## src/rtl/core/hmacc_pkg.sv

```systemverilog
// Package for the blocked histogram moment accumulator.
// Holds field widths, register codes, reset values and shared types.
// No dependencies.
`default_nettype none

package hmacc_pkg;

   localparam int SampleW   = 16;
   localparam int SqW       = 31;
   localparam int QuadW     = 29;
   localparam int CountW    = 28;
   localparam int MeasW     = 16;
   localparam int NtW       = 13;
   localparam int SiteW     = 12;
   localparam int ScaleW    = 24;
   localparam int NbW       = 7;
   localparam int BinIdxW   = 6;
   localparam int BlockW    = 32;
   localparam int RawBinW   = 12;
   localparam int DivisorW  = 28;
   localparam int DividendW = 59;
   localparam int SumFirstW = 44;
   localparam int SumSecW   = 59;
   localparam int SumFourW  = 58;
   localparam int CsrAddrW  = 5;
   localparam int CsrDataW  = 32;
   localparam int QueueDepth = 4;

   typedef enum logic [2:0] {
      REG_RANGE_LOW  = 3'd0,
      REG_RANGE_HIGH = 3'd1,
      REG_BIN_SCALE  = 3'd2,
      REG_BINS       = 3'd3,
      REG_SITES      = 3'd4,
      REG_MEAS       = 3'd5
   } csr_reg_type;

   localparam logic [15:0] RangeLowReset  = 16'hC000;
   localparam logic [15:0] RangeHighReset = 16'd16384;
   localparam logic [23:0] BinScaleReset  = 24'd524288;
   localparam logic [6:0]  BinsReset      = 7'd64;
   localparam logic [12:0] SitesReset     = 13'd64;
   localparam logic [15:0] MeasReset      = 16'd100;

   typedef struct packed {
      logic signed [SampleW-1:0] range_low;
      logic signed [SampleW-1:0] range_high;
      logic [ScaleW-1:0]         bin_scale;
      logic [NbW-1:0]            bins_in_use;
      logic [NtW-1:0]            sites;
      logic [MeasW-1:0]          meas_per_block;
   } cfg_type;

   typedef struct packed {
      logic                      flush;
      logic signed [SampleW-1:0] sample;
      logic [SqW-1:0]            sq;
      logic [QuadW-1:0]          quad;
      logic                      under;
      logic                      over;
      logic [BinIdxW-1:0]        bin;
   } item_type;

   function automatic logic [NbW-1:0] clamp_bins(input logic [NbW-1:0] n,
                                                 input logic [NbW-1:0] lim);
      logic [NbW-1:0] r;
      r = n;
      if (r == '0) r = NbW'(1);
      if (r > lim) r = lim;
      return r;
   endfunction

   function automatic logic [NtW-1:0] clamp_nt(input logic [NtW-1:0] n);
      logic [NtW-1:0] r;
      r = n;
      if (r < NtW'(2)) r = NtW'(2);
      if (r > NtW'(4096)) r = NtW'(4096);
      return r;
   endfunction

endpackage

`default_nettype wire

```

## src/rtl/core/hmacc_queue.sv

```systemverilog
// Short queue of classified items between the front and back ends.
// Depends on hmacc_pkg.
`default_nettype none

module hmacc_queue
   import hmacc_pkg::*;
(
   input  wire logic     clock,
   input  wire logic     reset,
   input  wire logic     push_valid,
   input  wire item_type push_item,
   output logic          push_ready,
   input  wire logic     pop,
   output logic          not_empty,
   output item_type      head
);

   localparam int PtrW = $clog2(QueueDepth);

   item_type        slot_ff [QueueDepth];
   logic [PtrW-1:0] wr_ptr_ff, rd_ptr_ff;
   logic [PtrW:0]   fill_ff, fill_in;
   logic            do_push, do_pop;

   assign push_ready = fill_ff != (PtrW+1)'(QueueDepth);
   assign not_empty  = fill_ff != '0;
   assign head       = slot_ff[rd_ptr_ff];
   assign do_push    = push_valid && push_ready;
   assign do_pop     = pop && not_empty;

   always_comb begin
      fill_in = fill_ff;
      if (do_push && !do_pop) fill_in = fill_ff + 1'b1;
      if (do_pop && !do_push) fill_in = fill_ff - 1'b1;
   end

   always_ff @(posedge clock) begin
      if (reset) begin
         wr_ptr_ff <= '0;
         rd_ptr_ff <= '0;
         fill_ff   <= '0;
      end else begin
         fill_ff <= fill_in;
         if (do_push) wr_ptr_ff <= wr_ptr_ff + 1'b1;
         if (do_pop)  rd_ptr_ff <= rd_ptr_ff + 1'b1;
      end
      if (do_push) slot_ff[wr_ptr_ff] <= push_item;
   end

endmodule

`default_nettype wire

```

## config.mk

```make
export PLATFORM = sky130hd
export DESIGN_NAME = hmacc_queue
export DESIGN_NICKNAME = d
export VERILOG_FILES = /design/src/rtl/core/hmacc_pkg.sv /design/src/rtl/core/hmacc_queue.sv
export SDC_FILE = /design/constraint.sdc
export NUM_CORES = 1
export LEC_CHECK = 0
export BUFFER_PORTS_ARGS = -buffer_cell sky130_fd_sc_hd__clkbuf_2
export CAP_MARGIN = 20
export CORE_ASPECT_RATIO = 1.2
export CORE_MARGIN = 2
export CORE_UTILIZATION = 35
export CTS_CLUSTER_DIAMETER = 30
export DETAILED_ROUTE_END_ITERATION = 16
export PLACE_DENSITY_LB_ADDON = 0.1
export SLEW_MARGIN = 15
export SYNTH_ARGS = -nofsm -noshare
export SYNTH_HDL_FRONTEND = slang
export SYNTH_SLANG_ARGS = --single-unit
```

## constraint.sdc

```tcl
create_clock -name clock -period 6.3 [get_ports clock]
set_input_delay 0.63 -clock clock [delete_from_list [all_inputs] [get_ports clock]]
set_output_delay 0.63 -clock clock [all_outputs]
set_load 0.01 [all_outputs]
```

== Word level (Yosys, flattened, before mapping) ==
Memories as Yosys holds them, arrays and structs flattened. A register that Yosys moved wholly into a read port is not among the register bits.
Cells that the tools add are included.
Word-level totals
  output and inout port bits: 87
  bits in writable memories: 340
  word-level logic and storage cells: 23
  memory bits (read-only): 0
  register bits after elaboration: 7
  bits of input ports: 89
  memories kept: 1
  bits in latches: 0
Cells by class
  bitwise operators: 0
  magnitude comparators: 0
  shift operators: 0
  $mul: 0
  equality and inequality tests: 1
  div/mod/pow operators: 0
  reductions and logical operators: 8
  add/subtract/negate cells: 4
  mux-type cells: 6
Memory list
  slot_ff: depth 4, bits a word 85, rd ports 1, clocked after Yosys merged registers in 1, wr ports 1, RTL line hmacc_queue.sv:20  | item_type slot_ff [QueueDepth];
Operator list (number)
  $mux 3: 2
  $add 2x1->2 const B: 2
  $logic_and 1x1->1: 4
  $mux 2: 2
  $add 3x1->3 const B: 1
  $ne 3x3->1 const B: 1
  $reduce_bool 3->1: 1
  $sub 3x1->3 const B: 1
  $logic_not 1->1: 2
  $mux 1: 2
  $reduce_bool 2->1: 1

== Depth between registers and ports, before layout ==
  depth after elaboration: 6
  mapped depth: 9
  mapped depth without buffers: 9

== Least setup slack after synthesis ==
Ideal clock, no wire load.
  path type: in2reg
  start point: in push_valid
  end point: mem slot_ff[0][0] in the netlist's numbering, enable pin
  library setup time: 453 ps
  required time: 5847 ps
  buffers on the path: 0
  cell stages on the path: 2
  slack: 2828 ps
  arrival: 3019 ps
  path through: a21boi_1 and2_1
Between the ends
  longest elaborated chain between the ends: 3
Ends and longest elaborated chain
  from (decl): RTL line hmacc_queue.sv:10  | input wire logic push_valid,
  $logic_and 1x1->1: RTL line hmacc_queue.sv:28  | assign do_push = push_valid && push_ready;
  $mux 1: RTL line hmacc_queue.sv:47  | if (do_push) slot_ff[wr_ptr_ff] <= push_item;
  $mux 1 (implied by the code): RTL line hmacc_queue.sv:47
  to (decl): RTL line hmacc_queue.sv:20
Every way passes these cells.

==> results by group <==
Outcome
  • Status: complete, no violations

Worst setup path
  • Critical path peak fanout: 40
  • CP Capture Type: output port
  • Kind of critical path: register to output port
  • RR Startpoint: fill_ff[0]$_SDFFE_PP0P_
  • WP data required: 5670 ps
  • Crit path DAT: 2970 ps
  • Startpoint Class: register

Worst hold path
  • HP Class: input port to register
  • HP Start: push_item[77]

Pwr
  • Clk pwr share: 44.6%
  • Max VDD drop: 0.214 mV
  • Internal cell power: 5760 uW
  • Sw Share: 24.9%
  • Flop pwr share: 38.5%
  • Comb power frac: 16.9%
  • Cell leakage power: 0.00559 uW
  • P_sw: 1910 uW
  • PwrDens: 469 nW/um^2

Routing
  • Vias: 5905
  • Initial DRC count: 364
  • Vias per cell: 4.75
  • Drt drc: 0
  • Routed len/inst: 20.7 um
  • Drt first pass iters: 4
  • Routed WL: 25.8 mm
  • Antenna-violating nets left: 0

Layout
  • Fin util: 45.5%
  • Multi-input gate area: 2190 sq um
  • Commonest non-fill, non-tap cells in the layout: 340 x edfxtp_1, 175 x clkbuf_2, 85 x mux4_2, 70 x clkbuf_16, 10 x clkbuf_1
  • # nets final: 821
  • Syn-to-layout area delta: 27.7%
  • Layout cells sized above 1: 48.5%
  • Commonest non-fill, non-tap cell in the layout: edfxtp_1
  • Non-filler cells, final: 1244
  • Fillers: 3066
  • Area occupied by registers: 10400 sq um
  • Antenna cells: 0

Global route
  • Initial antenna violation count: 0
  • Grt ovf: 0
  • First-pass GRT wire length: 38.7 mm
  • Vias in the first global route: 6653
  • Global Route Usage Sum: 13.8%
  • Largest net degree at the start of global routing: 58

Placed design
  • Inst Count DP: 1126
  • IO buf count: 175
  • GPL Wtd Cong: 0.675
  • Detailed Place HPWL: 14.8 mm

Clocking
  • Num CTS Buffers: 66
  • Sink Count: 349
  • Post-CTS Setup Bufs: 0
  • Post-CTS resize count: 0
  • Root buffer cell: clkbuf_16
  • Clk_lat worst skew: 540 ps
  • CTS tree: built
  • Max H-tree Level: 3
  • CTS max path bufs: 3
  • Hold Buf Count CTS: 0
  • Clock transition at path regs: 50 ps

Synth
  • Syn. warnings: 0
  • Synth Instances: 496
  • Number of synthesized flops with an enable pin: 340
  • Unique cell type count in the Yosys netlist: 26
  • Cell area after synthesis: 12800 sq um
  • Avg Cell Area, Syn: 25.8 sq um
  • Synth Flop Type: edfxtp_1
  • Yosys reg bits: 349
  • Sequential share of the synthesized area: 81.2%
  • FFs w/ async S/R, synth: 0%
  • Syn Nets: 591

Timing
  • Final worst path period need: 3600 ps
  • Worst Skew: 13.4 ps
  • Total Neg Setup Slack: 0 ps
  • Fmax: 0.278 GHz
  • Final setup viols: 0
  • Max Transition Viols Final: 0
  • Worst relative slew slack: 35.8%
  • Fin. Hold Viols: 0
  • Least-Margin Pin Slew: 963 ps
  • Fin crit share: 57.2%
  • RSZ-0062 raised after global routing: no

Die
  • Starting Density: 35.6%
  • I/O pins: 176
  • Die X: 179 um
  • Die ar.: 38100 sq um
  • Std cell rows: 76
  • Core area: 35900 sq um
  • Die height: 213 um

Flow run
  • Maxcap violations: 0
==> cells by family after synthesis <==
logic type	after synthesis	synth area share, %
DFF	349	81.2
and+or+nand+nor	18	0.685
muxes	87	15.1
buffers and inverters	26	1.73
xor gates and xnor gates	4	0.274
AOI/OAI and AO/OA	6	0.313
adders and majority gates	6	0.646
==> power by group through the flow <==
| stage | Combinational (uW) | Sequential [uW] | Clock [uW] |
|---|---|---|---|
| after floorplan | 995 | 2900 | 0 |
| after global placement | 1330 | 2990 | 0 |
| after detailed placement | 1330 | 3010 | 0 |
| after CTS | 1340 | 2970 | 3500 |
| after global routing | 1400 | 2990 | 3620 |
| final | 1290 | 2950 | 3420 |
==> stage by stage <==
| stage | hold WS (ps) | total power, uW | worst slack [ps] | instance area [sq um] |
|---|---|---|---|---|
| 2_1_floorplan | 482 | 3890 | 2830 | 12800 |
| 3_3_place_gp | 490 | 4320 | 3090 | 14100 |
| 3_5_place_dp | 524 | 4340 | 3090 | 14100 |
| 4_1_cts | 276 | 7810 | 2500 | 16300 |
| 5_1_grt | 282 | 8010 | 2380 | 16300 |
| 6_report | 303 | 7670 | 2700 | 16300 |
==> registers in the layout, indices dropped and copies added, names as in the netlist, named ones only <==
name       cells
wr_ptr_ff      2
slot_ff      340
rd_ptr_ff      2
fill_ff        3
==> cell usage after synthesis, types with 2 or more instances <==
library cell  instances  area [sq um]
a21oi_1               2          10.0
and2_1                4          25.0
buf_1                 3          11.3
buf_12                6           120
buf_2                 6          30.0
buf_4                 3          22.5
dfxtp_1               9           180
edfxtp_1            340         10200
ha_1                  5          62.6
inv_1                 6          22.5
mux4_2               85          1910
nand2b_1              2          12.5
nor2_1                9          33.8
or3_1                 2          12.5
xor2_1                3          26.3
==> worst paths after layout <==
kind / end / slack (ps) / cells after the start
min: slot_ff[2][77]$_DFFE_PP_ / 300 / 1
min reg2reg: wr_ptr_ff[1]$_SDFFE_PP0P_ / 530 / 2
max reg2reg: slot_ff[0][64]$_DFFE_PP_ / 3440 / 4
max: head[21] / 2700 / 3
==> cell type report <==
type,count,area share [%]
Multi-Input combinational cell,121,13.4
Clock buffer,80,10.9
Clock inverter,38,2.61
Inverter,6,0.138
Sequential cell,349,63.6
Timing Repair Buffer,182,5.68
Tap cell,468,3.58
==> worst max-delay path, stage by stage, from the launching register on <==
cell	delay (ps)
dfxtp_4	920
buf_4	710
mux4_2	610
clkbuf_2	150
==> per-layer routing <==
layer	wire, um	part of all wire (%)	vias to the layer above	GRT usage [%]
met4	645	2.5	0	5.69
li1	-	-	2603	-
met1	9930	39	3065	16.1
met2	13500	52	186	23.5
met3	1760	6.8	51	4.43
met5	0	0	-	0
Power figures use the tool's default switching activity.
