## config.mk

```make
export PLATFORM = sky130hd
export DESIGN_NAME = hmacc_front_flat
export DESIGN_NICKNAME = d
export VERILOG_FILES = /design/src/rtl/core/hmacc_pkg.sv /design/src/rtl/core/hmacc_if.sv /design/src/rtl/core/hmacc_front.sv /design/src/flat_wrapper.sv
export SDC_FILE = /design/constraint.sdc
export NUM_CORES = 2
export LEC_CHECK = 0
export ABC_AREA = 0
export BUFFER_PORTS_ARGS = -buffer_cell sky130_fd_sc_hd__buf_2
export CAP_MARGIN = 30
export CORE_UTILIZATION = 65
export CTS_BUF_LIST = sky130_fd_sc_hd__clkbuf_2 sky130_fd_sc_hd__clkbuf_4 sky130_fd_sc_hd__clkbuf_8
export CTS_CLUSTER_SIZE = 10
export DETAILED_ROUTE_END_ITERATION = 7
export GPL_TIMING_DRIVEN = 0
export PLACE_DENSITY = 0.79
export SLEW_MARGIN = 20
export SYNTH_ARGS = -nofsm -noshare
export SYNTH_HDL_FRONTEND = slang
export SYNTH_SLANG_ARGS = --single-unit
```

## constraint.sdc

```tcl
create_clock -name clock -period 25.2 [get_ports clock]
set_clock_uncertainty 0.05 [all_clocks]
set_input_delay 2.52 -clock clock [delete_from_list [all_inputs] [get_ports clock]]
set_output_delay 2.52 -clock clock [all_outputs]
set_load 0.1 [all_outputs]
```

## src/rtl/core/hmacc_pkg.sv

```systemverilog
// Package for the blocked histogram moment accumulator.
// Holds field widths, register codes, reset values and shared types.
// No dependencies.
`default_nettype none

package hmacc_pkg;

   localparam int SampleW   = 16;
   localparam int SqW       = 31;
   localparam int QuadW     = 29;
   localparam int CountW    = 28;
   localparam int MeasW     = 16;
   localparam int NtW       = 13;
   localparam int SiteW     = 12;
   localparam int ScaleW    = 24;
   localparam int NbW       = 7;
   localparam int BinIdxW   = 6;
   localparam int BlockW    = 32;
   localparam int RawBinW   = 12;
   localparam int DivisorW  = 28;
   localparam int DividendW = 59;
   localparam int SumFirstW = 44;
   localparam int SumSecW   = 59;
   localparam int SumFourW  = 58;
   localparam int CsrAddrW  = 5;
   localparam int CsrDataW  = 32;
   localparam int QueueDepth = 4;

   typedef enum logic [2:0] {
      REG_RANGE_LOW  = 3'd0,
      REG_RANGE_HIGH = 3'd1,
      REG_BIN_SCALE  = 3'd2,
      REG_BINS       = 3'd3,
      REG_SITES      = 3'd4,
      REG_MEAS       = 3'd5
   } csr_reg_type;

   localparam logic [15:0] RangeLowReset  = 16'hC000;
   localparam logic [15:0] RangeHighReset = 16'd16384;
   localparam logic [23:0] BinScaleReset  = 24'd524288;
   localparam logic [6:0]  BinsReset      = 7'd64;
   localparam logic [12:0] SitesReset     = 13'd64;
   localparam logic [15:0] MeasReset      = 16'd100;

   typedef struct packed {
      logic signed [SampleW-1:0] range_low;
      logic signed [SampleW-1:0] range_high;
      logic [ScaleW-1:0]         bin_scale;
      logic [NbW-1:0]            bins_in_use;
      logic [NtW-1:0]            sites;
      logic [MeasW-1:0]          meas_per_block;
   } cfg_type;

   typedef struct packed {
      logic                      flush;
      logic signed [SampleW-1:0] sample;
      logic [SqW-1:0]            sq;
      logic [QuadW-1:0]          quad;
      logic                      under;
      logic                      over;
      logic [BinIdxW-1:0]        bin;
   } item_type;

   function automatic logic [NbW-1:0] clamp_bins(input logic [NbW-1:0] n,
                                                 input logic [NbW-1:0] lim);
      logic [NbW-1:0] r;
      r = n;
      if (r == '0) r = NbW'(1);
      if (r > lim) r = lim;
      return r;
   endfunction

   function automatic logic [NtW-1:0] clamp_nt(input logic [NtW-1:0] n);
      logic [NtW-1:0] r;
      r = n;
      if (r < NtW'(2)) r = NtW'(2);
      if (r > NtW'(4096)) r = NtW'(4096);
      return r;
   endfunction

endpackage

`default_nettype wire

```

## src/rtl/core/hmacc_if.sv

```systemverilog
// Handshake channel interfaces for the accumulator: sample requests and bin results.
// Depends on hmacc_pkg.
`default_nettype none

interface hmacc_req_if
   import hmacc_pkg::*;
   ();
   logic                      valid;
   logic                      ready;
   logic                      mode;
   logic signed [SampleW-1:0] sample;

   modport source (output valid, output mode, output sample, input ready);
   modport sink   (input valid, input mode, input sample, output ready);
endinterface


`default_nettype wire

```

## src/rtl/core/hmacc_front.sv

```systemverilog
// Front end: accepts samples, classifies them and computes powers and bin index.
// Depends on hmacc_pkg and hmacc_if.
`default_nettype none

module hmacc_front
   import hmacc_pkg::*;
#(
   parameter int BINS = 64
) (
   input  wire logic    clock,
   input  wire logic    reset,
   hmacc_req_if.sink    req_if,
   input  wire cfg_type cfg,
   input  wire logic    push_ready,
   output logic         push_valid,
   output item_type     push_item
);

   localparam logic [NbW-1:0] BinsLim = NbW'(BINS);

   logic                      s1_valid_ff, s1_valid_in;
   logic                      s1_flush_ff;
   logic signed [SampleW-1:0] s1_sample_ff;
   logic                      s2_valid_ff, s2_valid_in;
   logic                      s2_flush_ff;
   logic signed [SampleW-1:0] s2_sample_ff;
   logic [SqW-1:0]            s2_sq_ff;
   logic                      s2_under_ff, s2_over_ff;
   logic [RawBinW-1:0]        s2_raw_ff;

   logic                 s1_move, s2_load;
   logic [SampleW:0]     y_ext, a_ext, diff;
   logic [SampleW-1:0]   mag, bin_offset;
   logic                 under, over;
   logic [39:0]          prod;
   logic [2*SampleW-1:0] sq_full;
   logic [2*SqW-1:0]     quad_full;
   logic [NbW-1:0]       nb;
   logic [RawBinW-1:0]   bin_clamped;

   assign s2_load      = !s2_valid_ff || push_ready;
   assign s1_move      = s1_valid_ff && s2_load;
   assign req_if.ready = !s1_valid_ff || s1_move;

   always_comb begin
      y_ext      = {s1_sample_ff[SampleW-1], s1_sample_ff};
      a_ext      = s1_sample_ff[SampleW-1] ? (~y_ext + 1'b1) : y_ext;
      mag        = a_ext[SampleW-1:0];
      diff       = y_ext - {cfg.range_low[SampleW-1], cfg.range_low};
      bin_offset = diff[SampleW-1:0];
      under      = s1_sample_ff < cfg.range_low;
      over       = !under && (s1_sample_ff >= cfg.range_high);
      prod       = 40'(bin_offset) * 40'(cfg.bin_scale);
      sq_full    = 32'(mag) * 32'(mag);
   end

   always_comb begin
      quad_full = 62'(s2_sq_ff) * 62'(s2_sq_ff);
      nb        = clamp_bins(cfg.bins_in_use, BinsLim);
      bin_clamped = (s2_raw_ff >= RawBinW'(nb)) ? RawBinW'(nb - 1'b1) : s2_raw_ff;
      push_valid        = s2_valid_ff;
      push_item.flush   = s2_flush_ff;
      push_item.sample  = s2_sample_ff;
      push_item.sq      = s2_sq_ff;
      push_item.quad    = quad_full[60:32];
      push_item.under   = s2_under_ff;
      push_item.over    = s2_over_ff;
      push_item.bin     = bin_clamped[BinIdxW-1:0];
   end

   always_comb begin
      s1_valid_in = s1_valid_ff;
      if (s1_move) s1_valid_in = 1'b0;
      if (req_if.valid && req_if.ready) s1_valid_in = 1'b1;
      s2_valid_in = s2_valid_ff;
      if (s2_load) s2_valid_in = s1_valid_ff;
   end

   always_ff @(posedge clock) begin
      if (reset) begin
         s1_valid_ff <= 1'b0;
         s2_valid_ff <= 1'b0;
      end else begin
         s1_valid_ff <= s1_valid_in;
         s2_valid_ff <= s2_valid_in;
      end
      if (req_if.valid && req_if.ready) begin
         s1_flush_ff  <= req_if.mode;
         s1_sample_ff <= req_if.sample;
      end
      if (s1_move) begin
         s2_flush_ff  <= s1_flush_ff;
         s2_sample_ff <= s1_sample_ff;
         s2_sq_ff     <= sq_full[SqW-1:0];
         s2_under_ff  <= under;
         s2_over_ff   <= over;
         s2_raw_ff    <= prod[39:28];
      end
   end

endmodule

`default_nettype wire

```

## src/flat_wrapper.sv

```systemverilog
// flat-port wrapper written by rule: the top's interface ports become plain ports
module hmacc_front_flat import hmacc_pkg::*;
#(
   parameter int BINS = 64
)
  (clock, reset, cfg, push_ready, push_valid, push_item, req_if_valid, req_if_mode, req_if_sample, req_if_ready);
  hmacc_req_if req_if_i ();
  input  wire logic clock;
  input  wire logic reset;
  input  wire cfg_type cfg;
  input  wire logic push_ready;
  output logic push_valid;
  output item_type push_item;
  input wire logic [$bits(req_if_i.valid)-1:0] req_if_valid;
  input wire logic [$bits(req_if_i.mode)-1:0] req_if_mode;
  input wire logic [$bits(req_if_i.sample)-1:0] req_if_sample;
  output wire logic [$bits(req_if_i.ready)-1:0] req_if_ready;
  assign req_if_i.valid = req_if_valid;
  assign req_if_i.mode = req_if_mode;
  assign req_if_i.sample = req_if_sample;
  assign req_if_ready = req_if_i.ready;
  hmacc_front #(.BINS(BINS)) u_core (.clock(clock), .reset(reset), .req_if(req_if_i), .cfg(cfg), .push_ready(push_ready), .push_valid(push_valid), .push_item(push_item));
endmodule
```

After elaboration in Yosys (flattened, before gate mapping). Cells that the tools add are included.

Bits in registers: 81. Output and inout port bits: 87. Input port bits: 113. Word-level logic and storage cells: 37.

Add/sub/neg operators: 3. Mux-type cells: 6. Reductions and logical operators: 10. $mul: 3. Bitwise operators: 1. $lt $le $gt $ge: 4.

Operators with widths (count): $mul 31x31->61 (1); $mul 16x24->40 (1); $mul 16x16->31 (1); $add 16x1->16 const B (1); $ge 16x16->1 (1); $lt 16x16->1 (1); $mux 16 (1); $not 16->16 (1); $sub 16x16->16 (1); $mux 7 (2); $ge 12x7->1 (1); $gt 7x7->1 const B (1); $logic_not 7->1 (1); $mux 6 (1); $sub 6x1->6 const B (1); $logic_and 1x1->1 (3); $logic_not 1->1 (3); $logic_or 1x1->1 (2); $mux 1 (2); $reduce_bool 2->1 (1).

Logic depth before layout (Yosys ltp).
Depth in word-level cells: 6. Depth in mapped cells: 38. Gate-level depth less buffers: 34.

Worst setup path before layout. OpenSTA, ideal clock, no wires.

Path type: flip-flop to output port. From: reg u_core.s2_sq_ff[17]. To: out push_item[36] (netlist name). Data arrival time: 9615 ps. Buffers on the path: 2. Data required time: 22630 ps. Path slack: 13015 ps. Stages on the path, launching flop included: 29. Cell sequence: edfxtp_1 clkbuf_1 clkbuf_1 nand2_1 fa_1 inv_1 fa_1 fa_1 inv_1 fa_1 inv_1 fa_1 inv_1 fa_1 inv_1 fa_1 inv_1 fa_1 inv_1 ha_1 and4_1 nand3_1 or4b_1 o221ai_1 nor2_1 a21o_1 o41ai_2 a21oi_1 xnor2_1.

RTL lines: start, declared (RTL line hmacc_front.sv:27) `logic [SqW-1:0] s2_sq_ff;`; start signal, assigned (RTL line hmacc_front.sv:94) `s2_sq_ff <= sq_full[SqW-1:0];`; end, declared (RTL line flat_wrapper.sv:13) `output item_type push_item;`.

==> results <==
- The average cell area after synthesis is 9.26 um^2.
- For the pin with the worst max-slew slack, the measured transition is 1.14 ns.
- The startpoint of the most critical register-to-register path is u_core.s1_sample_ff[0]$_DFFE_PP_.
- Wires add up to 135 mm.
- The most frequent standard cell in the layout excluding fill and tap cells is sky130_fd_sc_hd__inv_1.
- In the global route stage, overall resource usage came out at 0.374.
- The H-tree depth is 3.
- The leftover overflow at the end of global routing is 0.
- The placeable core area is 74300 um^2.
- The critical path is of the reg -> out type.
- The CTS tree is built.
- Entering global routing, the biggest net connects 29 pins.
- The net count reported at finish is 7309.
- The final-layout setup total negative slack is 0 ns.
- The average routed wire per standard cell is 20.9 um.
- The kind of capture point of the worst setup path is an output pin.
- The worst setup path is launched from a flop.
- Of the cells placed in the final design, the portion with a size suffix greater than 1 is 0.0429.
- The number of standard cells after synthesis is 5261.
- The vertical die dimension is 276 um.
- The area of the die is 76100 um^2.
- Buffers inserted to repair hold after CTS numbered 0.
- Headroom to the max-slew limit came out at 0.241.
- The global placement routability congestion is 1.03.
- The source of the critical timing path is u_core.s2_sq_ff[4]$_DFFE_PP_.
- The most numerous cell type found on the critical path is sky130_fd_sc_hd__fa_1.
- For this run, design rule violations remaining after detail routing come to 0.
- The post-synthesis to final-layout area growth is 5.20%.
- The highest achievable clock rate is 76.2 MHz.
- The count of cells resized by post-cts repair is 0.
- The source of the worst hold timing path is u_core.s1_flush_ff$_DFFE_PP_.
- Dividing the final minimum period by the clock period gives 0.521.
- The clock period minus final worst setup slack is 13.12 ns.
- The cell type of the slowest stage on the worst timing path is sky130_fd_sc_hd__clkbuf_1.
- Buffers inserted during clock tree synthesis total 9.
- The count of endpoints failing hold in the final timing report is 0.
- The floorplan die width is 276 um.
- The final max-slew violation count is 0.
- The maximum single-stage delay on the critical path is 0.79 ns.
- The run finished with clean final reports.
- The cell area after synthesis is 48700 um^2.
- The number of flops mapped to enable cells by yosys is 77.
- The detail route stage leaves a number of antenna-violating nets equal to 0.
- After synthesis the netlist holds a flip-flop and latch count of 79.
- The tree is rooted in a sky130_fd_sc_hd__clkbuf_8.
- The distinct cell type count after synthesis is 69.
- The setup fix buffers added after clock tree synthesis is 0.
- At the later pin of the worst-skew pair, clock insertion delay measures 0.38 ns.
- The clock-pin slew reported for the worst setup and hold paths after clock tree synthesis is 0.12 ns.
- The number of antenna violations at the first check in global routing is 6.
- The first global-routing pass estimated 213 mm of wire.
- During synthesis, Yosys emitted a total of 0 warnings.
- Setup repair after global routing left no endpoint under its margin.
- For this run, the detailed router's first-pass iteration total came to 6.
- In the synthesized netlist the async set-or-reset flop fraction comes to 0.
- The detailed router finished its first iteration with 2843 violations.
- The type of the tightest min-delay check is reg -> reg.
- The share of the Yosys chip area taken by registers is 0.0483.
- The worst path required time is 22.63 ns.
- Row generation in the floorplan step produced 100 rows.
- The highest fanout seen on the critical path is 10.
- The data arrival time of the critical path is 10.55 ns.
- In the layout the commonest cells are sky130_fd_sc_hd__inv_1 (1559), sky130_fd_sc_hd__fa_1 (1177), sky130_fd_sc_hd__ha_1 (544).
- The average via count per standard cell is 5.61.
- The number of sinks driven by the clock tree is 79.
- In the synthesized netlist the dominant register cell turns out to be sky130_fd_sc_hd__edfxtp_1.
- The number of placed instances, taps included, is 6426.
- The post-route non-filler standard cell count is 6452.
- The number of buffers added on ports is 169.
- Setup violations remaining at the end of the flow were counted as 0.
- The total I/O pin count is 200.
- No sink is reached through more buffers than the 2 on the longest clock path.
- Summing over every cut layer, the via total after detailed routing is 36200.
- The via count of the first global-routing pass came to 39100.
- The starting density of the core is 0.656.
- The wire-length estimate of the detail-placed layout is 115 mm.
- The tool flagged a number of max-cap violations equal to 0.
[registers in the layout (all words and copies together) (netlist names)]
register             cells
u_core.s2_over_ff        1
u_core.s1_flush_ff       1
u_core.s2_raw_ff        12
u_core.s2_sample_ff     15
u_core.s2_sq_ff         30
u_core.s2_flush_ff       1
u_core.push_valid        1
u_core.s1_valid_ff       1
u_core.s2_under_ff       1
u_core.s1_sample_ff     16
[Yosys cell counts, types with 11 or more instances]
cell | n | area, um^2
sky130_fd_sc_hd__ha_1 | 544 | 6810
sky130_fd_sc_hd__nand4_1 | 24 | 150
sky130_fd_sc_hd__clkbuf_1 | 155 | 582
sky130_fd_sc_hd__nor2b_1 | 33 | 206
sky130_fd_sc_hd__o21a_1 | 12 | 90.1
sky130_fd_sc_hd__and3_1 | 14 | 87.6
sky130_fd_sc_hd__xor2_1 | 49 | 429
sky130_fd_sc_hd__xnor2_1 | 76 | 666
sky130_fd_sc_hd__nand2_1 | 543 | 2040
sky130_fd_sc_hd__a21oi_1 | 110 | 551
sky130_fd_sc_hd__nor3_1 | 22 | 110
sky130_fd_sc_hd__o21ai_0 | 56 | 280
sky130_fd_sc_hd__a31oi_1 | 12 | 75.1
sky130_fd_sc_hd__o21bai_1 | 14 | 105
sky130_fd_sc_hd__clkinv_1 | 11 | 41.3
sky130_fd_sc_hd__o31ai_1 | 12 | 90.1
sky130_fd_sc_hd__nand2b_1 | 30 | 188
sky130_fd_sc_hd__fa_1 | 1177 | 23600
sky130_fd_sc_hd__edfxtp_1 | 77 | 2310
sky130_fd_sc_hd__and2_1 | 326 | 2040
sky130_fd_sc_hd__nand3_1 | 30 | 150
sky130_fd_sc_hd__nor2_1 | 165 | 619
sky130_fd_sc_hd__inv_1 | 1559 | 5850
sky130_fd_sc_hd__a21o_1 | 83 | 623
[critical path, delay by kind of cell, from the launching register on]
family	cells	cell delay (ns)
AOI/OAI and AO/OA	4	1.21
and+or+nand+nor	5	1.35
buffers and inverters	9	2.43
adders and majority gates	9	4.48
xor gates and xnor gates	1	0.17
DFF	1	0.49
[metrics by stage]
step / hold WS [ns] / setup slack (ns) / util / area [um^2]
after floorplan: 0.350 / 13.02 / - / 48800
after global placement: 0.355 / 12.46 / 0.684 / 50800
after detailed placement: 0.356 / 12.37 / 0.686 / 51000
after CTS: 0.369 / 11.91 / 0.689 / 51200
after global routing: 0.375 / 11.66 / 0.690 / 51300
final: 0.364 / 12.08 / 0.690 / 51300
[per-layer routing]
metal | vias to the layer above | wire [um] | part of all wire | GRT usage
met5 | - | 63 | 0.00047 | 0
met4 | 10 | 8090 | 0.060 | 0.190
met3 | 429 | 13200 | 0.098 | 0.0842
met2 | 1799 | 61900 | 0.46 | 0.595
met1 | 18100 | 51700 | 0.38 | 0.484
li1 | 15800 | - | - | -
[logic make-up after synthesis]
kind of cell | Yosys count | synth area share
other | 2 | 0.000154
buffers and inverters | 1732 | 0.134
DFF | 79 | 0.0483
adders and majority gates | 1721 | 0.623
AOI/OAI and AO/OA | 363 | 0.0484
xor gates and xnor gates | 125 | 0.0225
muxes | 8 | 0.00177
and+or+nand+nor | 1231 | 0.122
[final cells by class]
class                           count  area [um^2]
Multi-Input combinational cell   3467        39900
Inverter                         1570         5890
Timing Repair Buffer              186         1030
Clock buffer                       11          145
Antenna cell                        3         7.51
Sequential cell                    79         2350
Tap cell                          969         1210
Fill cell                        5955        23100
Buffer                            162          636
Clock inverter                      5         67.6
[path summary, 6_finish.rpt]
path         cells after the start  slack (ns)                              to
min reg2reg                      0        0.36    u_core.s2_flush_ff$_DFFE_PP_
min                              0        0.36    u_core.s2_flush_ff$_DFFE_PP_
max                             28       12.08                   push_item[33]
max reg2reg                     35       14.23  u_core.s2_raw_ff[11]$_DFFE_PP_
Power is left out: the tool's default activity adds up to more than one toggle a clock period on the data nets, which glitch-free logic cannot reach.
