$ cat src/rtl/core/hmacc_pkg.sv
// Package for the blocked histogram moment accumulator.
// Holds field widths, register codes, reset values and shared types.
// No dependencies.
`default_nettype none

package hmacc_pkg;

   localparam int SampleW   = 16;
   localparam int SqW       = 31;
   localparam int QuadW     = 29;
   localparam int CountW    = 28;
   localparam int MeasW     = 16;
   localparam int NtW       = 13;
   localparam int SiteW     = 12;
   localparam int ScaleW    = 24;
   localparam int NbW       = 7;
   localparam int BinIdxW   = 6;
   localparam int BlockW    = 32;
   localparam int RawBinW   = 12;
   localparam int DivisorW  = 28;
   localparam int DividendW = 59;
   localparam int SumFirstW = 44;
   localparam int SumSecW   = 59;
   localparam int SumFourW  = 58;
   localparam int CsrAddrW  = 5;
   localparam int CsrDataW  = 32;
   localparam int QueueDepth = 4;

   typedef enum logic [2:0] {
      REG_RANGE_LOW  = 3'd0,
      REG_RANGE_HIGH = 3'd1,
      REG_BIN_SCALE  = 3'd2,
      REG_BINS       = 3'd3,
      REG_SITES      = 3'd4,
      REG_MEAS       = 3'd5
   } csr_reg_type;

   localparam logic [15:0] RangeLowReset  = 16'hC000;
   localparam logic [15:0] RangeHighReset = 16'd16384;
   localparam logic [23:0] BinScaleReset  = 24'd524288;
   localparam logic [6:0]  BinsReset      = 7'd64;
   localparam logic [12:0] SitesReset     = 13'd64;
   localparam logic [15:0] MeasReset      = 16'd100;

   typedef struct packed {
      logic signed [SampleW-1:0] range_low;
      logic signed [SampleW-1:0] range_high;
      logic [ScaleW-1:0]         bin_scale;
      logic [NbW-1:0]            bins_in_use;
      logic [NtW-1:0]            sites;
      logic [MeasW-1:0]          meas_per_block;
   } cfg_type;

   typedef struct packed {
      logic                      flush;
      logic signed [SampleW-1:0] sample;
      logic [SqW-1:0]            sq;
      logic [QuadW-1:0]          quad;
      logic                      under;
      logic                      over;
      logic [BinIdxW-1:0]        bin;
   } item_type;

   function automatic logic [NbW-1:0] clamp_bins(input logic [NbW-1:0] n,
                                                 input logic [NbW-1:0] lim);
      logic [NbW-1:0] r;
      r = n;
      if (r == '0) r = NbW'(1);
      if (r > lim) r = lim;
      return r;
   endfunction

   function automatic logic [NtW-1:0] clamp_nt(input logic [NtW-1:0] n);
      logic [NtW-1:0] r;
      r = n;
      if (r < NtW'(2)) r = NtW'(2);
      if (r > NtW'(4096)) r = NtW'(4096);
      return r;
   endfunction

endpackage

`default_nettype wire

$ cat src/rtl/core/hmacc_if.sv
// Handshake channel interfaces for the accumulator: sample requests and bin results.
// Depends on hmacc_pkg.
`default_nettype none


interface hmacc_rsp_if
   import hmacc_pkg::*;
   ();
   logic                      valid;
   logic                      ready;
   logic [BlockW-1:0]         block_index;
   logic [BinIdxW-1:0]        bin_index;
   logic [CountW-1:0]         bin_count;
   logic [CountW-1:0]         under_count;
   logic [CountW-1:0]         over_count;
   logic [MeasW-1:0]          block_meas;
   logic signed [SampleW-1:0] mean_first;
   logic [SqW-1:0]            mean_second;
   logic [QuadW-1:0]          mean_fourth;
   logic                      last_of_block;

   modport source (output valid, output block_index, output bin_index, output bin_count,
                   output under_count, output over_count, output block_meas,
                   output mean_first, output mean_second, output mean_fourth,
                   output last_of_block, input ready);
   modport sink   (input valid, input block_index, input bin_index, input bin_count,
                   input under_count, input over_count, input block_meas,
                   input mean_first, input mean_second, input mean_fourth,
                   input last_of_block, output ready);
endinterface

`default_nettype wire

$ cat src/rtl/core/hmacc_back.sv
// Back end: accumulates sums and bin counts, divides for the means, emits bin results.
// Depends on hmacc_pkg and hmacc_if.
`default_nettype none

module hmacc_back
   import hmacc_pkg::*;
#(
   parameter int BINS = 64
) (
   input  wire logic     clock,
   input  wire logic     reset,
   input  wire cfg_type  cfg,
   input  wire logic     not_empty,
   input  wire item_type head,
   output logic          pop,
   hmacc_rsp_if.source   rsp_if
);

   localparam int AddrW = (BINS > 1) ? $clog2(BINS) : 1;
   localparam logic [NbW-1:0] BinsLim = NbW'(BINS);
   localparam logic [5:0] DivSteps = 6'(DividendW);

   typedef enum logic [2:0] {
      ST_IDLE, ST_INC, ST_DIV_SETUP, ST_DIV, ST_EMIT_RD, ST_EMIT_LD, ST_EMIT_WAIT
   } state_type;

   state_type state_ff;
   logic [CountW-1:0] count_mem [BINS];
   logic [BINS-1:0]   present_ff;
   logic [CountW-1:0] rd_data_ff;
   logic              rd_hit_ff;
   logic [BinIdxW-1:0] rd_addr, inc_bin_ff, emit_bin_ff;
   logic               mem_we;
   logic [CountW-1:0]  mem_wdata;

   logic signed [SumFirstW-1:0] sum1_ff;
   logic [SumSecW-1:0]  sum2_ff;
   logic [SumFourW-1:0] sum4_ff;
   logic [CountW-1:0]   under_ff, over_ff;
   logic [SiteW-1:0]    site_ff;
   logic [MeasW-1:0]    meas_ff;
   logic [BlockW-1:0]   block_ff;
   logic                emit_pend_ff;

   logic [DivisorW-1:0]  div_ff;
   logic                 neg_ff;
   logic [DividendW-1:0] q1_ff, q2_ff, q4_ff;
   logic [DivisorW-1:0]  r1_ff, r2_ff, r4_ff;
   logic [5:0]           step_ff;

   logic [NtW-1:0]   nt;
   logic [NbW-1:0]   nb;
   logic [MeasW-1:0] mpb;
   logic [NtW-1:0]   site_next;
   logic [MeasW-1:0] meas_next;
   logic [SumFirstW-1:0] mag1;
   logic [28:0]      div_prod;
   logic signed [SampleW-1:0] m1;
   logic [SqW-1:0]   m2;
   logic [QuadW-1:0] m4;
   logic             last_bin;

   // One restoring step: shift the next dividend bit into the remainder.
   function automatic logic [DivisorW+DividendW-1:0] div_step(
         input logic [DivisorW-1:0] rem, input logic [DividendW-1:0] q,
         input logic [DivisorW-1:0] d);
      logic [DivisorW:0]   sh;
      logic [DivisorW-1:0] r;
      logic                bit_q;
      sh    = {rem, q[DividendW-1]};
      bit_q = sh >= {1'b0, d};
      r     = bit_q ? DivisorW'(sh - {1'b0, d}) : sh[DivisorW-1:0];
      return {r, q[DividendW-2:0], bit_q};
   endfunction

   always_comb begin
      nt        = clamp_nt(cfg.sites);
      nb        = clamp_bins(cfg.bins_in_use, BinsLim);
      mpb       = (cfg.meas_per_block == '0) ? MeasW'(1) : cfg.meas_per_block;
      site_next = NtW'(site_ff) + 1'b1;
      meas_next = meas_ff + 1'b1;
      mag1      = sum1_ff[SumFirstW-1] ? SumFirstW'(-sum1_ff) : SumFirstW'(sum1_ff);
      div_prod  = 29'(meas_ff) * 29'(nt);
      last_bin  = (NbW'(emit_bin_ff) + 1'b1) == nb;
      if (neg_ff) m1 = (q1_ff > DividendW'(32768)) ? 16'sh8000 : SampleW'(-q1_ff);
      else        m1 = (q1_ff > DividendW'(32767)) ? 16'sh7FFF : SampleW'(q1_ff);
      m2 = (q2_ff > DividendW'(1073741824)) ? SqW'(1073741824) : q2_ff[SqW-1:0];
      m4 = (q4_ff > DividendW'(268435456)) ? QuadW'(268435456) : q4_ff[QuadW-1:0];
      pop       = (state_ff == ST_IDLE) && not_empty;
      rd_addr   = (state_ff == ST_IDLE) ? head.bin : emit_bin_ff;
      mem_we    = state_ff == ST_INC;
      mem_wdata = (rd_hit_ff ? rd_data_ff : '0) + 1'b1;
   end

   // Bin count store, one write and one registered read a cycle.
   always_ff @(posedge clock) begin
      if (mem_we) count_mem[inc_bin_ff[AddrW-1:0]] <= mem_wdata;
      rd_data_ff <= count_mem[rd_addr[AddrW-1:0]];
      rd_hit_ff  <= present_ff[rd_addr[AddrW-1:0]];
   end

   always_ff @(posedge clock) begin
      if (reset) begin
         state_ff     <= ST_IDLE;
         present_ff   <= '0;
         sum1_ff      <= '0;
         sum2_ff      <= '0;
         sum4_ff      <= '0;
         under_ff     <= '0;
         over_ff      <= '0;
         site_ff      <= '0;
         meas_ff      <= '0;
         block_ff     <= '0;
         emit_pend_ff <= 1'b0;
         rsp_if.valid <= 1'b0;
      end else begin
         case (state_ff)
            ST_IDLE: begin
               if (not_empty) begin
                  if (head.flush) begin
                     if (site_ff == '0 && meas_ff != '0) state_ff <= ST_DIV_SETUP;
                  end else begin
                     sum1_ff <= sum1_ff + SumFirstW'(head.sample);
                     sum2_ff <= sum2_ff + SumSecW'(head.sq);
                     sum4_ff <= sum4_ff + SumFourW'(head.quad);
                     if (head.under) under_ff <= under_ff + 1'b1;
                     else if (head.over) over_ff <= over_ff + 1'b1;
                     if (site_next >= nt) begin
                        site_ff <= '0;
                        meas_ff <= meas_next;
                     end else begin
                        site_ff <= site_next[SiteW-1:0];
                     end
                     emit_pend_ff <= (site_next >= nt) && (meas_next >= mpb);
                     inc_bin_ff   <= head.bin;
                     if (!head.under && !head.over) state_ff <= ST_INC;
                     else if ((site_next >= nt) && (meas_next >= mpb))
                        state_ff <= ST_DIV_SETUP;
                  end
               end
            end
            ST_INC: begin
               present_ff[inc_bin_ff[AddrW-1:0]] <= 1'b1;
               state_ff <= emit_pend_ff ? ST_DIV_SETUP : ST_IDLE;
            end
            ST_DIV_SETUP: begin
               div_ff   <= div_prod[DivisorW-1:0];
               neg_ff   <= sum1_ff[SumFirstW-1];
               q1_ff    <= DividendW'(mag1);
               q2_ff    <= sum2_ff;
               q4_ff    <= DividendW'(sum4_ff);
               r1_ff    <= '0;
               r2_ff    <= '0;
               r4_ff    <= '0;
               step_ff  <= DivSteps;
               state_ff <= ST_DIV;
            end
            ST_DIV: begin
               {r1_ff, q1_ff} <= div_step(r1_ff, q1_ff, div_ff);
               {r2_ff, q2_ff} <= div_step(r2_ff, q2_ff, div_ff);
               {r4_ff, q4_ff} <= div_step(r4_ff, q4_ff, div_ff);
               step_ff <= step_ff - 1'b1;
               if (step_ff == 6'd1) begin
                  emit_bin_ff <= '0;
                  state_ff    <= ST_EMIT_RD;
               end
            end
            ST_EMIT_RD: state_ff <= ST_EMIT_LD;
            ST_EMIT_LD: begin
               rsp_if.valid              <= 1'b1;
               rsp_if.block_index        <= block_ff;
               rsp_if.bin_index          <= emit_bin_ff;
               rsp_if.bin_count          <= rd_hit_ff ? rd_data_ff : '0;
               rsp_if.under_count        <= under_ff;
               rsp_if.over_count         <= over_ff;
               rsp_if.block_meas         <= meas_ff;
               rsp_if.mean_first         <= m1;
               rsp_if.mean_second        <= m2;
               rsp_if.mean_fourth        <= m4;
               rsp_if.last_of_block      <= last_bin;
               state_ff                  <= ST_EMIT_WAIT;
            end
            ST_EMIT_WAIT: begin
               if (rsp_if.ready) begin
                  rsp_if.valid <= 1'b0;
                  if (rsp_if.last_of_block) begin
                     // Block done: drop all counts and sums, advance the block number.
                     block_ff     <= block_ff + 1'b1;
                     present_ff   <= '0;
                     sum1_ff      <= '0;
                     sum2_ff      <= '0;
                     sum4_ff      <= '0;
                     under_ff     <= '0;
                     over_ff      <= '0;
                     site_ff      <= '0;
                     meas_ff      <= '0;
                     emit_pend_ff <= 1'b0;
                     state_ff     <= ST_IDLE;
                  end else begin
                     emit_bin_ff <= emit_bin_ff + 1'b1;
                     state_ff    <= ST_EMIT_RD;
                  end
               end
            end
            default: state_ff <= ST_IDLE;
         endcase
      end
   end

endmodule

`default_nettype wire

$ cat src/flat_wrapper.sv
// flat-port wrapper written by rule: the top's interface ports become plain ports
module hmacc_back_flat import hmacc_pkg::*;
#(
   parameter int BINS = 64
)
  (clock, reset, cfg, not_empty, head, pop, rsp_if_valid, rsp_if_block_index, rsp_if_bin_index, rsp_if_bin_count, rsp_if_under_count, rsp_if_over_count, rsp_if_block_meas, rsp_if_mean_first, rsp_if_mean_second, rsp_if_mean_fourth, rsp_if_last_of_block, rsp_if_ready);
  hmacc_rsp_if rsp_if_i ();
  input  wire logic clock;
  input  wire logic reset;
  input  wire cfg_type cfg;
  input  wire logic not_empty;
  input  wire item_type head;
  output logic pop;
  output wire logic [$bits(rsp_if_i.valid)-1:0] rsp_if_valid;
  output wire logic [$bits(rsp_if_i.block_index)-1:0] rsp_if_block_index;
  output wire logic [$bits(rsp_if_i.bin_index)-1:0] rsp_if_bin_index;
  output wire logic [$bits(rsp_if_i.bin_count)-1:0] rsp_if_bin_count;
  output wire logic [$bits(rsp_if_i.under_count)-1:0] rsp_if_under_count;
  output wire logic [$bits(rsp_if_i.over_count)-1:0] rsp_if_over_count;
  output wire logic [$bits(rsp_if_i.block_meas)-1:0] rsp_if_block_meas;
  output wire logic [$bits(rsp_if_i.mean_first)-1:0] rsp_if_mean_first;
  output wire logic [$bits(rsp_if_i.mean_second)-1:0] rsp_if_mean_second;
  output wire logic [$bits(rsp_if_i.mean_fourth)-1:0] rsp_if_mean_fourth;
  output wire logic [$bits(rsp_if_i.last_of_block)-1:0] rsp_if_last_of_block;
  input wire logic [$bits(rsp_if_i.ready)-1:0] rsp_if_ready;
  assign rsp_if_valid = rsp_if_i.valid;
  assign rsp_if_block_index = rsp_if_i.block_index;
  assign rsp_if_bin_index = rsp_if_i.bin_index;
  assign rsp_if_bin_count = rsp_if_i.bin_count;
  assign rsp_if_under_count = rsp_if_i.under_count;
  assign rsp_if_over_count = rsp_if_i.over_count;
  assign rsp_if_block_meas = rsp_if_i.block_meas;
  assign rsp_if_mean_first = rsp_if_i.mean_first;
  assign rsp_if_mean_second = rsp_if_i.mean_second;
  assign rsp_if_mean_fourth = rsp_if_i.mean_fourth;
  assign rsp_if_last_of_block = rsp_if_i.last_of_block;
  assign rsp_if_i.ready = rsp_if_ready;
  hmacc_back #(.BINS(BINS)) u_core (.clock(clock), .reset(reset), .cfg(cfg), .not_empty(not_empty), .head(head), .pop(pop), .rsp_if(rsp_if_i));
endmodule
$ cat config.mk
export PLATFORM = sky130hd
export DESIGN_NAME = hmacc_back_flat
export DESIGN_NICKNAME = d
export VERILOG_FILES = /design/src/rtl/core/hmacc_pkg.sv /design/src/rtl/core/hmacc_if.sv /design/src/rtl/core/hmacc_back.sv /design/src/flat_wrapper.sv
export SDC_FILE = /design/constraint.sdc
export NUM_CORES = 2
export LEC_CHECK = 0
export ABC_CLOCK_PERIOD_IN_PS = 33500
export BUFFER_PORTS_ARGS = -buffer_cell sky130_fd_sc_hd__buf_2
export CAP_MARGIN = 20
export CORE_ASPECT_RATIO = 1.5
export CORE_UTILIZATION = 50
export DETAILED_ROUTE_END_ITERATION = 8
export GPL_ROUTABILITY_DRIVEN = 0
export PLACE_DENSITY = 0.72
export SLEW_MARGIN = 25
export SYNTH_ARGS = -nofsm -noshare
export SYNTH_HDL_FRONTEND = slang
export SYNTH_SLANG_ARGS = --single-unit
$ cat constraint.sdc
create_clock -name clock -period 33.5 [get_ports clock]
set_clock_uncertainty 0.15 [all_clocks]
set_input_delay 3.35 -clock clock [delete_from_list [all_inputs] [get_ports clock]]
set_output_delay 3.35 -clock clock [all_outputs]
set_load 0.01 [all_outputs]
=== Yosys cells after proc, flatten, opt, wreduce, memory -nomap -nowiden ===
Memory sizes are Yosys's and may differ from the RTL's. A register that Yosys moved wholly into a read port is not among the register bits.
Index checks and enable logic that the tools add are counted.

* Bits in registers: 870
* Output and inout bits: 217
* Word-level logic and storage cells: 210
* Memory bits (writable): 1792
* Input bits: 181
* Memories: 1

{| class="wikitable"
|+ Memories
! memory !! depth !! width !! rd ports !! clocked after memory_dff !! write ports !! line !! RTL
|-
| u_core.count_mem || 64 || 28 || 1 || 1 || 1 || hmacc_back.sv:28 || <nowiki>logic [CountW-1:0] count_mem [BINS];</nowiki>
|}

* Magnitude comparators: 15
* Reduce and logical (&&, ||, !) cells: 30
* Bitwise gates (word level): 3
* Add/sub/neg operators: 17
* Multiplexer cells: 89
* Eq/ne operators: 20
* $mul: 1

{| class="wikitable"
|+ Operators with widths
! kind !! number
|-
| $pmux W59 S2 || 4
|-
| $mux W28 || 13
|-
| $pmux W28 S2 || 5
|-
| $mux W59 || 4
|-
| $mux W58 || 4
|-
| $mux W44 || 5
|-
| $mux W16 || 9
|-
| $mux W64 || 2
|-
| $pmux W64 S2 || 1
|-
| $pmux W58 S2 || 1
|-
| $pmux W44 S2 || 1
|-
| $ge A29 B28 Y1 || 3
|-
| $add A28 B1 Y28 const B || 3
|-
| $sub A28 B28 Y28 || 3
|-
| $or A64 B64 Y64 || 1
|-
| $mux W12 || 5
|-
| $add A59 B31 Y59 || 1
|-
| $gt A59 B15 Y1 const B || 1
|-
| $gt A59 B16 Y1 const B || 1
|-
| $gt A59 B29 Y1 const B || 1
|-
| $gt A59 B31 Y1 const B || 1
|-
| $add A58 B29 Y58 || 1
|-
| $add A44 B16 Y44 || 1
|-
| $neg A44 Y44 || 1
|-
| 52 further kinds || 103
|}

=== Logic depth before layout (Yosys ltp) ===
* Depth after elaboration: 11
* Mapped depth: 29
* Gate-level depth less buffers: 28

=== Worst setup path before layout ===
OpenSTA, ideal clock, no wires.

* Path kind: input to register
* Start point: input reset
* End point: register u_core.div_ff[0] (enable)
* Data required time: 32.932 ns
* Cell stages on the path: 3
* Slack: 7.944 ns
* Library setup time: 0.418 ns
* Path buffers: 1
* Arrival: 24.988 ns
* Cells stage by stage: clkbuf_1 nor3b_1 nor2b_1

* Cells in the longest elaborated chain, start to end: 2

{| class="wikitable"
|+ Ends and longest elaborated chain
! what !! line !! RTL
|-
| from (decl) || flat_wrapper.sv:9 || <nowiki>input wire logic reset;</nowiki>
|-
| $not A1 Y1 (no line) || - ||
|-
| $reduce_and A2 Y1 (no line) || - ||
|-
| to (signal assigned) || hmacc_back.sv:147 || <nowiki>div_ff <= div_prod[DivisorW-1:0];</nowiki>
|-
| to (decl) || hmacc_back.sv:45 || <nowiki>logic [DivisorW-1:0] div_ff;</nowiki>
|}

Every way passes these cells.
A chain may end at the register's enable or synchronous reset.

=== Worst setup path in the final report ===
* Start point: input cfg[27] in the netlist's numbering
* End point: register u_core.div_ff[26] (data pin)

* Cells in the longest elaborated chain, start to end: 5

{| class="wikitable"
|+ Ends and longest elaborated chain
! what !! line !! RTL
|-
| from (decl) || flat_wrapper.sv:10 || <nowiki>input wire cfg_type cfg;</nowiki>
|-
| $lt A13 B2 Y1 || hmacc_pkg.sv:76 || <nowiki>if (r < NtW'(2)) r = NtW'(2);</nowiki>
|-
| $mux W13 (*) || hmacc_pkg.sv:76 ||
|-
| $gt A13 B13 Y1 || hmacc_pkg.sv:77 || <nowiki>if (r > NtW'(4096)) r = NtW'(4096);</nowiki>
|-
| $mux W13 (*) || hmacc_pkg.sv:77 ||
|-
| $mul A16 B13 Y28 (*) || hmacc_back.sv:83 || <nowiki>div_prod = 29'(meas_ff) * 29'(nt);</nowiki>
|-
| named net u_core.div_prod[26] || hmacc_back.sv:57 || <nowiki>logic [28:0] div_prod;</nowiki>
|}

Mark *: on every way through the listed nets, which the timed path passes. The rest lies on a longest branch.

==> impl_metrics.py <==
metrics = {
    "run_status": {
        "outcome": "complete, no violations",
    },
    "global_route": {
        "antenna_found_initial": 18,
        "grt_pass1_wl_um": 509000,
        "track_usage_pct": 26.4,
        "grt_pass1_vias": 86800,
        "grt-ovfl-total": 0,
        "grt_start_max_net_pins": 182,
    },
    "cts": {
        "post_cts_resized": 0,
        "clock-root-buffer": "clkbuf_16",
        "clock_path_buffers": 4,
        "cts_max_level": 4,
        "cts_hold_buffers": 0,
        "cts_buffers": 241,
        "clock_sinks": 2690,
        "clk_pin_slew_ps": 70,
        "cts_setup_buffers": 0,
        "cts_tree": "built",
        "insertion_delay_ps": 920,
    },
    "synthesis": {
        "syn_area_um2": 124000,
        "netlist_instances": 11100,
        "synth_common_cells": "2655 x nand2_1, 2315 x edfxtp_1, 634 x nor2_1",
        "ys_ff_latch": 2690,
        "yosys_warnings": 0,
        "ys_async_sr_fraction_pct": 0,
        "synth.avg_cell_area_um2": 11.2,
        "yosysTopAreaCell": "edfxtp_1",
        "synth_edf_count": 2315,
        "synth_seq_area_share_pct": 62.1,
        "synth_area_leaders": "edfxtp_1 56%, nand2_1 8.0%, dfxtp_1 6.0%, ha_1 3.0%, fa_1 2.6%",
        "ys_types": 85,
        "synth_top_area_share_pct": 56.0,
        "yosysMostFrequentCell": "nand2_1",
        "synth_nets": 11700,
        "ys.flop_type": "edfxtp_1",
    },
    "pwr": {
        "power-per-cell-area_nw_per_um2": 54.2,
        "ir_worst_vdd_uv": 52.1,
        "total_leakage_power_nw": 51.9,
    },
    "die": {
        "num_rows": 223,
        "die_h_um": 612,
        "num_io_pins": 398,
        "die_width_um": 409,
        "die-area_um2": 250000,
        "start_util_pct": 50.4,
        "core-area_um2": 246000,
    },
    "route": {
        "first_pass_iters": 8,
        "num_vias": 88800,
        "drt.antenna.violating_nets": 0,
        "drc_errors": 0,
        "drt-vias-per-instance": 6.06,
        "avgRoutedWirePerCell_um": 23.2,
        "finalWirelength_um": 340000,
        "dr.first_iter.drc_count": 8939,
    },
    "critical_path": {
        "crit_path_start_kind": "input port",
        "cp_max_fo": 14,
        "worst-setup-path-type": "input port to register",
        "cp_data_required_time_ps": 34000,
        "arrival_ps": 10620,
        "end_kind": "register",
    },
    "place": {
        "place_ws_ps": 22540,
        "hpwl_um": 207000,
        "port_buffers": 341,
    },
    "job": {
        "drv_cap": 0,
    },
    "sta": {
        "layout_min_cycle_time_ps": 10120,
        "tightestPinTransition_ps": 1130,
        "slew_headroom_pct": 24.8,
        "finalMaxSlewViolations": 0,
        "fmax_mhz": 98.8,
        "fin_crit_sh_pct": 30.2,
        "finalSetupTns_ps": 0,
        "finalHoldViolCount": 0,
        "hold_ws_ps": 312,
        "fin_ws_ps": 23380,
        "setup_violations": 0,
        "rsz0062_at_grt": "false",
    },
    "cells_and_area": {
        "syn2layout_area_growth_pct": 11.3,
        "finish.utilization_pct": 56.1,
        "fin_nets": 11800,
        "nFillCells": 19700,
        "layout-drive-gt1-share_pct": 8.99,
    },
    "min_path": {
        "hp-class": "register to register",
    },
}
[cell families (layout without fill, tap and decap cells)]
| family | count (synthesis) | count (layout) | share of synthesized area, % |
|---|---|---|---|
| flip-flops | 2690 | 2690 | 62.1 |
| AO/OA/AOI/OAI | 1640 | 1640 | 8.94 |
| other | 0 | 8 | 0 |
| adder cells (fa/ha/maj) | 460 | 460 | 5.60 |
| buffers and inverters | 1005 | 1354 | 3.05 |
| multiplexers | 74 | 74 | 0.599 |
| XOR/XNOR | 397 | 397 | 2.80 |
| AND/OR/NAND/NOR | 4786 | 4786 | 16.9 |
[report_power, final]
part	switching [mW]	total [mW]	internal [mW]	leakage, nW
combinational	0.628	0.871	0.243	23.7
clock	1.23	2.81	1.59	3.81
sequential	0.0337	3.80	3.77	24.4
[state kept, by name, indices dropped and copies added, names as in the netlist, 29 cells and up]
signal                     cells
u_core.count_mem            1792
u_core.present_ff             64
u_core.q1_ff                  59
u_core.q2_ff                  59
u_core.q4_ff                  59
u_core.sum2_ff                59
u_core.sum4_ff                58
u_core.sum1_ff                44
u_core.block_ff               32
u_core.rsp_if.block_index     32
u_core.rsp_if.mean_second     31
u_core.rsp_if.mean_fourth     29
[routing by layer]
| metal | vias to the layer above | global-route usage (%) | wire (µm) |
|---|---|---|---|
| met2 | 4249 | 44.8 | 166000 |
| met4 | 16 | 15.3 | 21000 |
| met3 | 899 | 4.30 | 28400 |
| met1 | 43700 | 31.6 | 124000 |
| li1 | 39900 | - | - |
| met5 | - | 0 | 101 |
[worst max-delay path, cell delays in order]
cell and delay [ps]:
buf_2 130, nor4_1 280, nand3_1 190, nor2_1 120, mux2_2 220, and2_0 800, nand2_1 170, fa_1 520
fa_1 510, inv_1 50, fa_1 480, fa_1 550, inv_1 60, fa_1 580, inv_1 60, ha_1 360
a21o_1 200, a21o_1 170, a21o_1 220, o41ai_1 490, o21ai_0 230, o41a_1 400, a21o_1 200, a21oi_1 170
xnor2_1 90
[stage by stage]
| step | area (µm²) | std cells | power [mW] |
|---|---|---|---|
| final | 138000 | 14700 | 7.49 |
| after global routing | 138000 | 14700 | 7.70 |
| after CTS | 138000 | 14700 | 7.50 |
| after detailed placement | 130000 | 14200 | 4.73 |
| after global placement | 130000 | 14200 | 4.69 |
| after floorplan | 124000 | 11100 | 4.43 |
[area by class of cell]
type	count	area (µm²)	share of cell area (%)
Timing Repair Buffer	533	3510	2.54
Sequential cell	2690	77000	55.7
Clock inverter	114	1330	0.964
Antenna cell	8	20.0	0.0145
Inverter	382	1430	1.04
Tap cell	3262	4080	2.95
Multi-Input combinational cell	7357	44200	32.0
Clock buffer	325	6550	4.74
[cells in the final DEF (no fill, tap or decap), types with 30 or more instances in the layout]
cell type / Yosys / final
edfxtp_1: 2315 / 2315
buf_2: 2 / 340
nand2_1: 2655 / 2648
clkbuf_1: 577 / 68
nand2b_1: 31 / 31
or3_1: 49 / 49
a31oi_1: 140 / 139
nor4_1: 64 / 64
inv_1: 372 / 372
a21oi_1: 421 / 421
and2_1: 99 / 91
a21o_1: 138 / 138
o21ai_0: 230 / 228
fa_1: 159 / 159
mux2i_1: 72 / 68
and3_1: 375 / 375
a22oi_1: 107 / 107
a311oi_1: 352 / 352
nand3_1: 601 / 601
nor2_4: 0 / 62
ha_1: 301 / 300
xnor2_1: 187 / 182
clkinv_1: 9 / 43
nor3_1: 77 / 76
xor2_1: 210 / 200
clkinv_2: 0 / 33
dfxtp_1: 375 / 374
buf_4: 0 / 165
nand4_1: 71 / 71
nor2_1: 634 / 568
nor2b_1: 32 / 30
clkbuf_16: 0 / 245
[path summary, 6_finish.rpt]
check	start	endpoint	slack [ps]	cells past startpoint
min	u_core.over_ff[27]$_SDFFE_PP0P_	u_core.rsp_if.over_count[27]$_DFFE_PP_	310	0
min reg2reg	u_core.over_ff[27]$_SDFFE_PP0P_	u_core.rsp_if.over_count[27]$_DFFE_PP_	310	0
max reg2reg	u_core.meas_ff[10]$_SDFFE_PP0P_	u_core.div_ff[26]$_DFFE_PP_	26410	21
max	cfg[27]	u_core.div_ff[26]$_DFFE_PP_	23380	25
Power figures use the tool's default switching activity.
